**config.mk**
```make
export PLATFORM = sky130hd
export DESIGN_NAME = fcce_div
export DESIGN_NICKNAME = d
export VERILOG_FILES = /design/src/design/fcce_pkg.sv /design/src/design/fcce_div.sv
export SDC_FILE = /design/constraint.sdc
export NUM_CORES = 1
export LEC_CHECK = 0
export BUFFER_PORTS_ARGS = -buffer_cell sky130_fd_sc_hd__buf_2
export CAP_MARGIN = 10
export CORE_ASPECT_RATIO = 1.4
export CORE_MARGIN = 5
export CORE_UTILIZATION = 40
export CTS_BUF_LIST = sky130_fd_sc_hd__clkbuf_2
export DETAILED_ROUTE_END_ITERATION = 6
export PLACE_DENSITY = 0.62
export SYNTH_ARGS = -nofsm -noshare
export SYNTH_HDL_FRONTEND = slang
export SYNTH_SLANG_ARGS = --single-unit
```
**constraint.sdc**
```tcl
create_clock -name clk -period 3.3 [get_ports clk]
set_clock_uncertainty 0.1 [all_clocks]
set_input_delay 0.66 -clock clk [delete_from_list [all_inputs] [get_ports clk]]
set_output_delay 0.66 -clock clk [all_outputs]
set_load 0.01 [all_outputs]
```
**src/design/fcce_pkg.sv**
```systemverilog
package fcce_pkg;

  localparam int unsigned TABLE_ENTRIES_DEF = 4096;

  localparam logic [15:0] FREE_MARK  = 16'h0000;
  localparam logic [15:0] BAD_MARK   = 16'hFFF7;
  localparam logic [15:0] END_MARK   = 16'hFFF8;
  localparam logic [15:0] ALLOC_MARK = 16'hFFFF;

  localparam int unsigned SECTOR_SHIFT = 9;
  localparam int unsigned QUOT_W       = 32 - SECTOR_SHIFT;
  localparam int unsigned SPC_W        = 8;
  localparam int unsigned DIV_CNT_W    = $clog2(QUOT_W + 1);

  typedef enum logic [1:0] {
    REQ_SET   = 2'd0,
    REQ_ALLOC = 2'd1,
    REQ_FREE  = 2'd2,
    REQ_MAP   = 2'd3
  } req_t;

  typedef enum logic [2:0] {
    STAT_OK      = 3'd0,
    STAT_BEYOND  = 3'd1,
    STAT_ENDED   = 3'd2,
    STAT_INVALID = 3'd3,
    STAT_FULL    = 3'd4
  } status_t;

  typedef enum logic [1:0] {
    CFG_DATA_START = 2'd0,
    CFG_SPC        = 2'd1,
    CFG_COUNT      = 2'd2
  } cfg_idx_t;

  typedef enum logic [3:0] {
    ST_CLEAR,
    ST_IDLE,
    ST_SET,
    ST_ALLOC_TEST,
    ST_ALLOC_CHK,
    ST_FREE_START,
    ST_FREE_TEST,
    ST_FREE_CHK,
    ST_MAP,
    ST_DIV,
    ST_WALK_TEST,
    ST_WALK_CHK,
    ST_LBA,
    ST_DONE
  } state_t;

  typedef struct packed {
    logic              done;
    logic [QUOT_W-1:0] quot;
    logic [SPC_W-1:0]  rem;
  } div_res_t;

endpackage

```
**src/design/fcce_div.sv**
```systemverilog
module fcce_div
  import fcce_pkg::*;
(
  input  logic              clk,
  input  logic              rst,
  input  logic              start,
  input  logic [QUOT_W-1:0] dividend,
  input  logic [SPC_W-1:0]  divisor,
  output div_res_t          res
);

  logic                 busy;
  logic [DIV_CNT_W-1:0] cnt;
  logic [QUOT_W-1:0]    q;
  logic [SPC_W-1:0]     r;
  logic [SPC_W-1:0]     d;
  logic [SPC_W:0]       r_sh;
  logic                 ge;
  logic                 done;

  assign r_sh = {r, q[QUOT_W-1]};
  assign ge   = r_sh >= {1'b0, d};

  always_ff @(posedge clk) begin
    if (rst) begin
      busy <= 1'b0;
      done <= 1'b0;
      cnt  <= '0;
    end else begin
      done <= 1'b0;
      if (start) begin
        busy <= 1'b1;
        cnt  <= '0;
        q    <= dividend;
        r    <= '0;
        d    <= divisor;
      end else if (busy) begin
        q <= {q[QUOT_W-2:0], ge};
        r <= ge ? SPC_W'(r_sh - {1'b0, d}) : r_sh[SPC_W-1:0];
        if (cnt == DIV_CNT_W'(QUOT_W - 1)) begin
          busy <= 1'b0;
          done <= 1'b1;
        end
        cnt <= cnt + 1'b1;
      end
    end
  end

  assign res.done = done;
  assign res.quot = q;
  assign res.rem  = r;

endmodule

```
==> results.md <==
- Ports: 66
- Clock transition at path regs: 220 ps
- Max_cap viols: 0
- Starting density of the core: 0.409
- Largest net degree at the start of global routing: 20
- Max IR drop VDD: 0.000243 V
- Worst Path Required: 3370 ps
- Cells along the critical path: ha_1, a21o_2, a211o_1, o211ai_1, a21oi_1
- Dpl hpwl: 4240 um
- Global Route met3 Usage: 0.0367
- Insertion delay to the later sink of the worst-skew pair: 410 ps
- Synth Area in XOR/XNOR: 0.0184
- HP Start: divisor[7]
- PnR Total Power: 1.30 mW
- Vias/cell: 5.26
- Core area: 5820 sq um
- Final setup viols: 0
- Met1 usage in global routing: 0.170
- Leading cell types in the layout, fill and taps excluded: buf_2, edfxtp_1, mux2_2
- Primary FF master, synth: edfxtp_1
- Worst reg2reg path depth: 5
- Simple-gate share of the synthesized area: 0.0929
- Vias in the first global route: 1,776
- Antenna Nets Post-Route: 0
- CTS Buffer Depth: 2
- Synth Area in Compound Gates: 0.130
- Library cells used by synthesis: 49
- CP max-delay cell: edfxtp_1
- Critical path capture point type: flop
- M2 GR Usage: 0.266
- Synth Register Bits: 46
- Post-CTS Hold Buffers: 0
- Routability congestion estimate: 0.877
- Die height: 101 um
- Design area: 2850 sq um
- Syn Area/Cell: 13.2 sq um
- Tightest Hold Check Type: in2reg
- Routed via count: 1,683
- Post-cts sizing count: 0
- Achievable Freq: 0.431 GHz
- Main combinational cell family by area after synthesis: compound AO/OA/AOI/OAI gates
- Outcome: finished clean
- Grt peak-use layer: met2
- RR Endpoint: r[3]
- Relative slew slack: 0.493
- Worst Tran Pin Value: 759 ps
- Top-area cell type share of the netlist area: 0.491
- CTS H-tree lvls: 2
- Worst EP arrival: 2390 ps
- Post-Route WL: 5280 um
- Worst Hold Depth: 1
- Crit path time final: 2320 ps
- Die area: 7620 sq um
- EDFF count, synth: 39
- R2R Setup Slk: 980 ps
- Layout cells sized above 1: 0.448
- Area Overhead vs Synth: 19.6%
- TritonCTS Buffers: 5
- FILL cells: 544
- Setup TNS: 0 ps
- Post-synthesis mux area share: 0.109
- Register area share after synthesis: 0.550
- Synth Warn #: 0
- Leakage: 1.15 nW
- Fin util: 0.490
- Total GRT Usage: 0.151
- Final period util: 0.703
- CTS Sinks: 46
- Synth top area cells: edfxtp_1, mux2_2, dfxtp_1, ha_1, inv_1
- Die width: 75.2 um
- DR DRC count: 0
- CTS root buffer: clkbuf_2
- CP Max Fanout: 9
- Synth Area in Adders: 0.0609
- Antenna Cells: 0
- Crit path max-delay family: compound AO/OA/AOI/OAI gates
- R2r startpoint: r[5]
- Worst setup path class: reg2reg
- Routed WL per cell: 16.5 um
- First-pass GRT wire length: 8640 um
- CP max stage delay: 470 ps
- Setup Buffers After CTS: 0
- Syn Nets: 226
- # nets final: 294
- Post-synth ARST share: 0
- Hold path endpoint: d[7]
- Pwr Density: 457 nW/um^2
- Cell accounting for the most synthesized area: edfxtp_1
- Row count: 33
- Synth Instances: 181
- Most common cell after layout, fill and taps aside: buf_2
- Grt ovf: 0
- Initial antenna violation count: 0
- Slew Viols, Final: 0
- Startpoint types: flop
- I/O Buffers: 65
- Area after DPL: 2790 sq um
- Mapped cell area: 2380 sq um
- TritonRoute pass-1 iters: 4
- CTS tree: done
- Worst path bufs/invs: 0
- Hold Violations, Final: 0
- RSZ-0062 raised after global routing: false
- Initial drt markers: 94
[worst max-delay path by stage]
stage	end	cells past startpoint	startpoint
floorplan	q[0]	3	start
global placement	r[3]	5	r[5]
detailed placement	r[3]	5	r[5]
CTS	r[3]	5	r[5]
global route	r[3]	5	r[5]
finish	r[3]	5	r[5]
[area by class of cell]
class	count	area, sq um	share of cell area
Clock inverter	1	30.0	0.0105
Inverter	12	45.0	0.0158
Timing Repair Buffer	68	360	0.126
Sequential cell	46	1310	0.460
Tap cell	70	87.6	0.0307
Multi-Input combinational cell	116	982	0.344
Clock buffer	7	35.0	0.0123
[sequential cells by signal (all words and copies together) (netlist names)]
signal	flops
q	23
d	8
r	8
cnt	5
busy	1
done	1
[metal layers]
metal | vias up | routed length, um
met5 | - | 0
met4 | 0 | 140
met3 | 9 | 237
met2 | 46 | 2890
met1 | 806 | 2000
li1 | 822 | -
[per-stage QoR]
stage               std cells  worst slack [ps]  hold slack (ps)
floorplan                 181               633              351
global placement          312              1000              391
detailed placement        312              1030              392
CTS                       320               987              275
global route              320               902              245
finish                    320               980              310
[cell families after synthesis]
kind of cell / Yosys count
buf+inv: 19
simple gates: 40
flops: 46
xor+xnor: 5
fa+ha+maj: 11
compound gates: 37
mux: 23
[synth_stat cells, types with 2 or more instances]
master / instances
a211o_1: 2
a211oi_1: 3
a21oi_1: 8
clkbuf_1: 4
dfxtp_1: 7
edfxtp_1: 39
ha_1: 10
inv_1: 12
mux2_2: 23
nand2_1: 5
nand3_1: 6
nand4_1: 2
nor2_1: 8
nor2b_1: 4
nor3_1: 4
nor3b_1: 2
o21a_1: 2
o21ai_0: 6
xnor2_1: 3
xor2_1: 2
[report_power, final]
group          total [mW]  switching [mW]  internal [mW]  leakage (nW)
combinational       0.290           0.155          0.135         0.674
clock               0.307           0.173          0.135        0.0432
sequential          0.704          0.0247          0.680         0.429
total                1.30           0.352          0.949          1.15
[worst register-to-register path, cell delays in order, from the launching register on]
cell,delay [ps]
edfxtp_1,470
ha_1,410
a21o_2,270
a211o_1,430
o211ai_1,300
a21oi_1,110
Power figures use the tool's default switching activity.
